--- src/rtl/rmst_max.sv ---
`default_nettype none

module rmst_max #(
	parameter int VW = 32
) (
	input  wire logic [VW-1:0] a,
	input  wire logic [VW-1:0] b,
	output logic      [VW-1:0] y
);

	// signed compare, first operand wins a tie
	assign y = ($signed(a) >= $signed(b)) ? a : b;

endmodule

`default_nettype wire

--- config.mk ---
export PLATFORM = sky130hd
export DESIGN_NAME = rmst_max
export DESIGN_NICKNAME = d
export VERILOG_FILES = /design/src/rtl/rmst_max.sv
export SDC_FILE = /design/constraint.sdc
export NUM_CORES = 1
export LEC_CHECK = 0
export BUFFER_PORTS_ARGS = -buffer_cell sky130_fd_sc_hd__buf_4
export CORE_UTILIZATION = 35
export DETAILED_ROUTE_END_ITERATION = 8
export PLACE_DENSITY = 0.7
export REMOVE_ABC_BUFFERS = 1
export SYNTH_ARGS = -nofsm -noshare
export SYNTH_HDL_FRONTEND = slang
export SYNTH_SLANG_ARGS = --single-unit
--- constraint.sdc ---
create_clock -name vclk -period 3
set_input_delay 0 -clock vclk [all_inputs]
set_output_delay 0 -clock vclk [all_outputs]
set_load 0.01 [all_outputs]
=== Yosys cells after proc, flatten, opt, wreduce, memory -nomap -nowiden ===
Index checks and enable logic that the tools add are counted.

* Flip-flop bits (word level): 0

* Magnitude comparators: 1
* Mux-type cells: 1

{| class="wikitable"
|+ Operators by type and width
! kind !! number
|-
| >= comparator 32 bit || 1
|-
| 2-to-1 mux 32 bit || 1
|}

=== Longest topological paths before layout ===
* Word-level depth: 2
* Depth in mapped cells: 10

=== Worst setup path before layout ===
No wires, ideal clock.

* Kind: input to output
* Start: in b[31]
* End: out y[10]
* Data arrival time: 1782 ps
* Data required time: 3000 ps
* Slack: 1218 ps
* Cell stages on the path: 10
* Path buffers: 2
* Path through: inv_1 -> ha_1 -> nand4_2 -> nor4_2 -> a221o_1 -> nor3_1 -> and3b_1 -> buf_6 -> buf_12 -> mux2_4

* Longest elaborated chain between the ends: 2

{| class="wikitable"
|+ Ends and longest elaborated chain
! what !! line !! text
|-
| start: declaration || 7 || <nowiki>input wire logic [VW-1:0] b,</nowiki>
|-
| >= comparator 32 bit || 12 || <nowiki>assign y = ($signed(a) >= $signed(b)) ? a : b;</nowiki>
|-
| 2-to-1 mux 32 bit || 12 ||
|-
| end: declaration || 8 || <nowiki>output logic [VW-1:0] y</nowiki>
|}

Every way passes these cells.

=== Worst setup path in the final report ===
* Start: in a[31]
* End: out y[15]

* Longest elaborated chain between the ends: 2

{| class="wikitable"
|+ Ends and longest elaborated chain
! what !! line !! text
|-
| start: declaration || 6 || <nowiki>input wire logic [VW-1:0] a,</nowiki>
|-
| >= comparator 32 bit || 12 ||
|-
| 2-to-1 mux 32 bit || 12 ||
|}

Every way passes these cells.

==> summary.txt <==
Global routing
  • Initial antenna violation count: 0
  • Congestion Overflow GR: 0
  • Largest net degree at the start of global routing: 22
  • Vias in the first global route: 1160
  • All-layer global routing usage: 13.5%
  • First-pass GRT wire length: 4720 um

Worst setup path
  • Startpoint Class: input pin
  • CP required: about 3 ns
  • CP Class: input pin to primary output
  • Worst Path Arrival: roughly 2.4 ns
  • Crit path capture type: primary output
  • CP Max Fanout: 21

Final layout
  • Seq_cells: 0
  • Clk_buf instances: 0
  • # diodes: 0
  • Share of layout cells above drive strength 1: 53.5%
  • Final net count: approximately 340
  • FF+latch area: 0 um2
  • Most frequent cells in the layout: buf_4 (96), inv_1 (33), ha_1 (32), mux2_4 (30), a21oi_1 (11)
  • Fin util: 56.5%
  • Multi-input logic area: 1170 um2
  • Most common cell after layout, fill and taps aside: buf_4
  • Filler cell count: approximately 400
  • Area growth, synth to finish: 53.4%

Floorplan
  • Initial Utilization: 36.8%
  • Rows: 22
  • Die area: roughly 4200 um2
  • I/O pin total: 96
  • Core area: between 3000 and 4000 um2
  • Die Width: 64.5 um
  • Die height: ~65 um

Logic synthesis
  • Syn Area/Cell: 9.01 um2
  • Yosys cell types: 26
  • Mapped Area: about 1400 um2
  • Synth warn: 0
  • Gate Count Post-Synth: 152
  • Post-synthesis sequential area ratio: 0%

CTS
  • Resized cells post-CTS: 0
  • Postcts setup bufs: 0
  • Hold_buf cts: 0

Route
  • Via density: 4.62
  • Wirelength per Cell: 10.4 um
  • Remaining antenna violation count: 0
  • DRT iter0 DRCs: 31
  • # DRC: 0
  • Drt pass-1 iters: 4
  • Via count: 1354
  • Routed wire length: 3050 um

Timing
  • Slew of the pin with the lowest slew margin: 0.402 ns
  • Tcrit/Tclk final: 80.9%
  • Max Freq: 0.412 GHz
  • RSZ-0062 raised after global routing: false
  • Setup_tns: 0 ns
  • Endpoints failing hold: 0
  • Worst setup margin: 0.572 ns
  • Fin. max-slew vios: 0
  • Worst hold slack: 0.307 ns
  • Slew margin rel.: between 70% and 80%
  • Setup-failing EPs final: 0
  • Fin crit period: around 2.4 ns

Place
  • HPWL Detailed: 2830 um
  • Final Wtd Congestion: 0.789
  • Buffers on Ports: 96
  • Dpl ws: roughly 0.54 ns

Power
  • Pwr per Cell Area: 201 nW/um2
  • Leakage: 1.23 nW
  • Worst vdd ir: ~0.1 mV

Min path
  • Worst Min Path Start: a[0]
  • Hold EP: y[0]
  • Hold Crit Depth: 3
  • HP Class: input pin to primary output

Run status
  • Outcome: finished clean

Job
  • Max-Cap Viols: 0
[worst max-delay path by stage]
stage | startpoint | to | slack [ns] | cells after the start
after floorplan | b[31] | y[0] | 0.28 | 8
after global placement | a[31] | y[4] | 0.58 | 10
after detailed placement | a[31] | y[15] | 0.54 | 10
after CTS | a[31] | y[15] | 0.54 | 10
after global routing | a[31] | y[15] | 0.41 | 10
final | a[31] | y[15] | 0.57 | 10
[final cells by class]
cell class                 instances  area share, %
multi-input combinational        115           56.0
timing repair buffer              97           35.3
inverter                          33           5.90
tap                               48           2.86
[report_power, final]
part	internal [mW]	switching [mW]	leakage, nW
sequential	0	0	0
clock	0	0	0
combinational	0.256	0.166	1.23
total	0.256	0.166	1.23
[cells by family (layout without fill, tap and decap cells)]
family / count (synthesis) / after routing / share of synthesized area, %
AO/OA/AOI/OAI: 25 / 25 / 11.6
adder cells (fa/ha/maj): 32 / 32 / 29.3
buffers and inverters: 37 / 130 / 14.3
multiplexers: 32 / 32 / 34.6
AND/OR/NAND/NOR: 26 / 26 / 10.3
[synthesized netlist by cell type]
cell | number | share of area (%)
a21o_1 | 2 | 1.1
buf_6 | 1 | 0.82
nor4_1 | 1 | 0.46
nor2_1 | 4 | 1.1
o21ai_1 | 2 | 0.73
o21ai_0 | 2 | 0.73
buf_12 | 3 | 4.4
mux2_1 | 2 | 1.6
a21oi_1 | 11 | 4.0
a21boi_0 | 2 | 1.1
o21bai_2 | 1 | 0.82
nor3_1 | 2 | 0.73
a31o_1 | 1 | 0.64
and3b_1 | 1 | 0.64
mux2_4 | 30 | 33
nand2_1 | 8 | 2.2
nor4_2 | 1 | 0.91
inv_1 | 33 | 9.0
nand2b_1 | 2 | 0.91
a221o_1 | 1 | 0.73
nand4_2 | 1 | 0.91
ha_1 | 32 | 29
a311oi_1 | 1 | 0.64
nand4_1 | 3 | 1.4
a211oi_1 | 2 | 1.1
nand3_1 | 3 | 1.1
[per-stage QoR]
step           total power [mW]  area, um2  std cells
2_1_floorplan             0.242       1300        148
3_3_place_gp              0.421       2100        293
3_5_place_dp              0.427       2100        293
4_1_cts                   0.428       2100        293
5_1_grt                   0.459       2100        293
6_report                  0.422       2100        293
[routing by layer]
layer	up-vias	wire length, um	track usage [%]
met5	-	0	0
met4	0	0	0
met3	0	268	1.58
met2	58	1470	25.1
met1	576	1310	17.3
li1	720	-	-
[critical path, cell delays in order]
cell and delay, ns:
buf_4 0.11, ha_1 0.33, nand4_2 0.15, nor4_2 0.33, a221o_1 0.22, nor3_1 0.05
and3b_2 0.50, buf_12 0.26, mux2_4 0.32, buf_4 0.14
Power figures use the tool's default switching activity.
