--- src/rtl/rmst_ram.sv ---
`default_nettype none

module rmst_ram #(
	parameter int WORDS = 16,
	parameter int AW    = 4,
	parameter int DW    = 32
) (
	input  wire logic          clk,
	input  wire logic          wr_en,
	input  wire logic [AW-1:0] wr_addr,
	input  wire logic [DW-1:0] wr_data,
	input  wire logic          rd_en,
	input  wire logic [AW-1:0] rd_addr_a,
	input  wire logic [AW-1:0] rd_addr_b,
	output logic      [DW-1:0] rd_data_a,
	output logic      [DW-1:0] rd_data_b
);

	logic [DW-1:0] mem_q [0:WORDS-1];

	// single write port
	always_ff @(posedge clk) begin
		if (wr_en) mem_q[wr_addr] <= wr_data;
	end

	// two registered read ports
	always_ff @(posedge clk) begin
		if (rd_en) begin
			rd_data_a <= mem_q[rd_addr_a];
			rd_data_b <= mem_q[rd_addr_b];
		end
	end

endmodule

`default_nettype wire

--- config.mk ---
export PLATFORM = sky130hd
export DESIGN_NAME = rmst_ram
export DESIGN_NICKNAME = d
export VERILOG_FILES = /design/src/rtl/rmst_ram.sv
export SDC_FILE = /design/constraint.sdc
export NUM_CORES = 1
export LEC_CHECK = 0
export ABC_AREA = 0
export BUFFER_PORTS_ARGS = -buffer_cell sky130_fd_sc_hd__buf_2
export CAP_MARGIN = 10
export CORE_ASPECT_RATIO = 1.75
export CORE_MARGIN = 2
export CORE_UTILIZATION = 60
export CTS_CLUSTER_SIZE = 30
export DETAILED_ROUTE_END_ITERATION = 6
export HOLD_SLACK_MARGIN = 0.03
export PLACE_DENSITY = 0.78
export REMOVE_ABC_BUFFERS = 1
export SETUP_SLACK_MARGIN = 0.2
export SLEW_MARGIN = 30
export SYNTH_ARGS = -nofsm -noshare
export SYNTH_HDL_FRONTEND = slang
export SYNTH_SLANG_ARGS = --single-unit
--- constraint.sdc ---
create_clock -name clk -period 5.3 [get_ports clk]
set_clock_uncertainty 0.1 [all_clocks]
set_input_delay 1.06 -clock clk [delete_from_list [all_inputs] [get_ports clk]]
set_output_delay 1.06 -clock clk [all_outputs]
set_load 0.01 [all_outputs]
Word-level counts from Yosys, hierarchy flattened
Memory sizes are Yosys's and may differ from the RTL's. A register that Yosys moved wholly into a read port is not among the register bits.
Cells that the tools add are included.
{"block": "word_totals", "mem_bits_rw": 512, "reg_bits": 0, "inputBits": 47, "word_cells": 3, "output_inout_bits": 64, "n_memories": 1}
{"block": "op_classes", "n_mux": 2}
{"name": "mem_q", "depth": 16, "width": 32, "read_ports": 2, "rd_clocked_by_memory_dff": 2, "write_ports": 1, "line_no": "19", "text": "logic [DW-1:0] mem_q [0:WORDS-1];"}
{"operator": "$mux W1", "n": 2}

Logic depth before layout (Yosys ltp)
Gate-level depths: netlist (run 1).
{"block": "logic_depth", "depth_word": 2, "depth_mapped": 5, "depth_no_buf": 3}

Worst setup path after synthesis (run 1)
Ideal clock, no wire load.
{"block": "synth_timing", "path_kind": "input-to-reg", "from": "input wr_addr[2]", "to": "memory mem_q[0][0], enable pin", "path_stages": 2, "setup_time_ns": 0.461, "setup_slack_ns": 0.960, "arrival_time_ns": 3.778, "path_cell_list": "or3b_2 > nor3_1"}
{"element": "from (decl)", "line_no": "10", "text": "input wire logic [AW-1:0] wr_addr,"}
{"element": "to (decl)", "line_no": "19"}
No word-level cell before the write port.

==> flow_metrics.py, run 1 <==
metrics = {
    "outcome": {
        "outcome": "finished, final reports clean",
    },
    "global_routing": {
        "gr-total-overflow": 0,
        "grt_first_pass_wirelength_mm": 89.6,
        "grt_usage_pct": 29.5,
        "antenna_found_initial": 2,
        "grt_pass1_vias": 14100,
        "grt_max_degree": 65,
    },
    "layout": {
        "layout-drive-gt1-share_pct": 38.8,
        "final_util_pct": 68.2,
        "ff_latch_area_sq_um": 17300,
        "layout.nets": 1305,
        "nFillCells": 2472,
        "syn2layout_area_growth_pct": 12.1,
        "design_area_sq_um": 27800,
        "multi_input_area_sq_um": 7280,
    },
    "routing": {
        "drtIter0Drc": 1693,
        "vias": 13300,
        "antenna_left": 0,
        "wl_mm": 61.4,
        "vias_per_cell": 7.21,
        "avgRoutedWirePerCell_um": 33.3,
        "remaining_drc_errors": 0,
        "first_pass_iters": 5,
    },
    "yosys": {
        "synth_top_cell_by_area": "edfxtp_1",
        "yosys.area_share.adder_pct": 0,
        "netlist_area_sq_um": 24800,
        "synth_top_area_share_pct": 69.7,
        "synth_most_common_cell": "edfxtp_1",
        "synth_area_per_cell_sq_um": 21.8,
        "synth-compound-area-share_pct": 3.87,
        "synth-seq-cells": 576,
        "muxShareOfSynthArea_pct": 23.2,
        "yosysWarnings": 0,
        "synth-edff-count": 576,
        "synthTopCellsByCount": "edfxtp_1, mux4_2, a22oi_1, nand2_1, clkbuf_1",
        "ys_seq_area_share_pct": 69.7,
        "synth_top_family_by_area": "multiplexers",
        "synthSimpleGateAreaFrac_pct": 1.59,
        "netlist_top_cells_area": "edfxtp_1, mux4_2, a22oi_1, nand2_1, clkbuf_1",
        "ys.flop_type": "edfxtp_1",
        "async_flop_share_pct": 0,
        "synth_cell_types": 16,
        "syn_inst": 1141,
        "synth-xor-area-share_pct": 0,
    },
    "timing": {
        "finalCriticalPeriod_ps": 2910,
        "setup_viol": 0,
        "tns_ps": 0,
        "rsz0062_at_grt": "false",
        "finalMaxSlewViolations": 0,
        "worst_slew_pin_slew_ps": 967,
        "relSlewSlack_pct": 35.4,
        "finalCritPeriodShare_pct": 54.9,
        "finalHoldViolCount": 0,
        "fmax_ghz": 0.343,
    },
    "worst_setup_path": {
        "critPathCaptureType": "flip-flop",
        "critPathMaxFanout": 63,
        "critPathKind": "primary input to flip-flop",
        "critPathArrivalTime_ps": 3130,
        "worstSetupStartpointType": "primary input",
        "reg2reg_setup_slack_ps": 3640,
        "worstPathRequired_ps": 5520,
    },
    "job": {
        "max_cap_violations": 0,
    },
    "placement": {
        "place_area_sq_um": 26200,
        "portBuffers": 110,
        "gp_congestion": 0.766,
        "dp_hpwl_mm": 33.5,
    },
    "die": {
        "rows": 98,
        "fp.dieH_um": 273,
        "start_util_pct": 60.8,
        "core-area_sq_um": 40800,
        "num_io_pins": 111,
        "dieWidth_um": 158,
        "floorplan.die_area_sq_um": 43100,
    },
    "clocking": {
        "cts_resized": 0,
        "path_clk_slew_ps": 70,
        "numCtsBuffers": 49,
        "cts_max_path_buffers": 3,
        "cts_sinks": 576,
        "h-tree-depth": 2,
        "clk_latency_ps": 570,
        "post-cts-setup-buffers": 0,
        "cts_hold_buf": 0,
        "cts_root_buf": "clkbuf_16",
        "cts_tree": "yes",
    },
    "pwr": {
        "ir_drop_mv": 0.273,
        "comb_power_share_pct": 7.8,
        "clockPowerShare_pct": 37.8,
        "sw_frac_of_total_pct": 21.5,
        "seq_power_share_pct": 54.4,
        "leakage_nw": 8.97,
        "p_switching_mw": 2.06,
        "intPower_mw": 7.51,
        "powerDensity_nw_per_um2": 344,
    },
    "min_path": {
        "holdCritPathClass": "flip-flop to flip-flop",
    },
}
## power groups by stage
stage	Sequential (mW)	Clock (mW)	Combinational [mW]
2_1_floorplan	5.31	0	0.351
3_3_place_gp	5.29	0	0.723
3_5_place_dp	5.30	0	0.740
4_1_cts	5.21	3.64	0.744
5_1_grt	5.22	3.80	0.787
6_report	5.21	3.62	0.744
## stage by stage
stage                     setup slack [ps]  hold slack [ps]  std cells  power, mW
after global routing                  2230              711       1845       9.81
after floorplan                        960              631       1055       5.66
after global placement                1800              643       1754       6.02
final                                 2390              674       1846       9.57
after CTS                             2390              671       1843       9.60
after detailed placement              1800              659       1755       6.04
## sequential cells by signal (all words and copies together), names as in the netlist
| signal | flops |
|---|---|
| mem_q | 512 |
| rd_data_a | 32 |
| rd_data_b | 32 |
## cell type report
type / count / area share [%]
sequential: 576 / 62.1
clock buffer: 59 / 4.54
antenna: 1 / 0.00899
clock inverter: 29 / 1.11
tap: 550 / 2.47
timing repair buffer: 152 / 3.61
multi-input combinational: 479 / 26.1
## layer usage
layer	GRT usage, %	wire length, um	vias up
met1	39.0	20900	6948
met3	5.96	6230	198
met2	48.1	31300	914
met5	0	32	-
li1	-	-	5251
met4	13.3	3020	4
## cells in the final DEF (no fill, tap or decap), types with 2 or more instances in the layout
cell | synthesis | routed
nand3b_1 | 2 | 2
buf_2 | 16 | 105
clkinv_1 | 0 | 9
a22oi_1 | 128 | 128
mux4_2 | 256 | 256
clkbuf_8 | 0 | 2
buf_16 | 0 | 3
nor3_2 | 0 | 4
nor2_4 | 0 | 14
nor2b_4 | 0 | 4
buf_4 | 18 | 37
bufinv_16 | 0 | 7
nand2b_1 | 2 | 2
clkbuf_1 | 39 | 10
edfxtp_1 | 576 | 576
buf_12 | 0 | 4
nand2_1 | 65 | 65
clkbuf_16 | 0 | 49
and2_2 | 0 | 2
clkinv_2 | 0 | 13
## cells by family after synthesis
kind of cell    Yosys count
compound gates          128
buf+inv                  86
flops                   576
mux                     256
simple gates             95
## critical path, cell delays in order
cell,delay [ps]
clkbuf_8,580
buf_4,500
mux4_2,560
a22oi_1,210
nand2_1,70
## path summary, 6_finish.rpt
path,from,end,cells past startpoint
worst max register to register,mem_q[11][16],rd_data_a[16],3
worst min register to register,mem_q[12][13],rd_data_b[13],3
worst min-delay path,mem_q[12][13],rd_data_b[13],3
worst max-delay path,rd_addr_b[0],rd_data_b[21],5
Power figures use the tool's default switching activity.
==> run 2: changes to the inputs <==
Settings changed: CORE_UTILIZATION 60 to 56, PLACE_DENSITY 0.78 to 0.76.
Clock period 5.3 ns to 2.48 ns, I/O delays scaled along.
==> run 2 against run 1 <==
- global-route usage shrank 1.1 points
- utilization fell by 3.2 points
- combinational power increased by 130%
- via count up 0.68%
- sequential cell count did not move
- setup slack got worse by 1700 ps
- die area grew 7.0%
- non-clock buffer count increased by 35
- cell count is 3.1% higher
- clock power up 110%
- routed wire length up 3.7%
==> flow_metrics.py, run 2 (synthesis results as in run 1) <==
metrics = {
    "min_path": {
        "min_to": "mem_q[8][27]",
        "holdCritPathClass": "primary input to flip-flop",
        "whs_path_depth": 1,
        "hp-start": "wr_data[27]",
    },
    "timing": {
        "rsz0062_at_grt": "false",
        "finalHoldViolCount": 0,
        "worst_slew_pin_slew_ps": 778,
        "hold_slack_ps": 179,
        "tns_ps": 0,
        "relSlewSlack_pct": 48.1,
        "finalCritPeriodShare_pct": 74.1,
        "fmax_ghz": 0.544,
        "finalCriticalPeriod_ps": 1840,
        "setup_slack_ps": 643,
        "setup_viol": 0,
        "finalMaxSlewViolations": 0,
    },
    "worst_setup_path": {
        "slowest_stage": "edfxtp_1",
        "critPathKind": "flip-flop to output pin",
        "critPathArrivalTime_ps": 1240,
        "r2r-start": "mem_q[11][11]",
        "critPathCaptureType": "output pin",
        "worstRegToRegCells": 3,
        "critPathMaxFanout": 1,
        "path_cells": "buf_2",
        "worstSetupStartpointType": "flip-flop",
        "worstPathRequired_ps": 1880,
        "r2r_end": "rd_data_b[11]",
        "reg2reg_setup_slack_ps": 860,
        "crit_buf_inv": 1,
        "slowest_delay_ps": 480,
        "timing.critical_path.max_delay_family": "flip-flops",
    },
    "clocking": {
        "clk_latency_ps": 580,
        "cts_sinks": 576,
        "cts_root_buf": "clkbuf_16",
        "path_clk_slew_ps": 70,
        "cts_hold_buf": 0,
        "post-cts-setup-buffers": 0,
        "cts_resized": 0,
        "numCtsBuffers": 48,
        "h-tree-depth": 2,
        "cts_max_path_buffers": 3,
        "cts_tree": "yes",
    },
    "global_routing": {
        "grt_max_degree": 65,
        "grt_pass1_vias": 14100,
        "grt_usage_pct": 28.4,
        "gr-total-overflow": 0,
        "grt_first_pass_wirelength_mm": 92.7,
        "antenna_found_initial": 3,
    },
    "pwr": {
        "power_mw": 20.6,
        "leakage_nw": 9.27,
        "powerDensity_nw_per_um2": 720,
        "ir_drop_mv": 0.615,
        "comb_power_share_pct": 8.3,
        "p_switching_mw": 4.49,
        "intPower_mw": 16.1,
        "sw_frac_of_total_pct": 21.8,
        "clockPowerShare_pct": 37.6,
        "seq_power_share_pct": 54.1,
    },
    "routing": {
        "remaining_drc_errors": 0,
        "wl_mm": 63.7,
        "first_pass_iters": 5,
        "vias": 13400,
        "antenna_left": 0,
        "drtIter0Drc": 1432,
        "avgRoutedWirePerCell_um": 33.5,
        "vias_per_cell": 7.04,
    },
    "die": {
        "dieWidth_um": 163,
        "start_util_pct": 56.4,
        "fp.dieH_um": 283,
        "core-area_sq_um": 44000,
        "rows": 102,
        "floorplan.die_area_sq_um": 46100,
        "num_io_pins": 111,
    },
    "layout": {
        "layout-drive-gt1-share_pct": 40.8,
        "layout_commonest_cell": "edfxtp_1",
        "nFillCells": 2795,
        "layout.nets": 1339,
        "final_cell_mix": "edfxtp_1, mux4_2, a22oi_1, buf_2, nand2_1",
        "design_area_sq_um": 28600,
        "syn2layout_area_growth_pct": 15.2,
        "top_register": "mem_q",
        "reg_top3": "mem_q x512, rd_data_a x32, rd_data_b x32",
        "largest_reg_flops": 512,
    },
    "placement": {
        "place_area_sq_um": 27000,
        "dp_hpwl_mm": 35.7,
        "gp_congestion": 0.784,
        "dpl_worst_slack_ps": 150,
        "portBuffers": 110,
    },
    "outcome": {
        "outcome": "finished, final reports clean",
    },
    "job": {
        "max_cap_violations": 0,
    },
}
run 2: worst max path at each step:
stage / startpoint / end / cells past startpoint
2_1_floorplan: wr_addr[2] / mem_q[0][0] / 2
3_3_place_gp: rd_addr_b[0] / rd_data_b[24] / 6
3_5_place_dp: rd_addr_b[0] / rd_data_b[24] / 6
4_1_cts: rd_data_a[3] / rd_data_a[3] / 1
5_1_grt: rd_data_a[3] / rd_data_a[3] / 1
6_report: rd_data_a[3] / rd_data_a[3] / 1
run 2: final cells by class:
class / count / area (sq um) / share of cell area (%)
Clock buffer: 54 / 1220 / 4.28
Multi-Input combinational cell: 479 / 7280 / 25.5
Timing Repair Buffer: 187 / 1720 / 6.00
Tap cell: 572 / 716 / 2.50
Clock inverter: 34 / 367 / 1.28
Sequential cell: 576 / 17300 / 60.5
Antenna cell: 1 / 2.50 / 0.00875
run 2: per-stage QoR:
step | util [%] | std cells
after global placement | 61.3 | 1814
final | 65.0 | 1903
after CTS | 65.0 | 1902
after global routing | 65.0 | 1903
after floorplan | - | 1055
after detailed placement | 61.3 | 1814
run 2: power by group through the flow:
stage / registers [mW] / clock network, mW / logic, mW
after CTS: 11.1 / 7.83 / 1.72
final: 11.1 / 7.74 / 1.71
after global routing: 11.1 / 8.17 / 1.81
after detailed placement: 11.3 / 0 / 1.71
after global placement: 11.3 / 0 / 1.67
after floorplan: 11.3 / 0 / 0.749
run 2: per-layer routing:
| metal | share of wire (%) | vias up | track usage [%] |
|---|---|---|---|
| met5 | 0.036 | - | 0 |
| met4 | 5.5 | 4 | 13.9 |
| met3 | 8.6 | 203 | 3.90 |
| met2 | 52 | 838 | 48.8 |
| met1 | 34 | 7047 | 35.9 |
| li1 | - | 5313 | - |
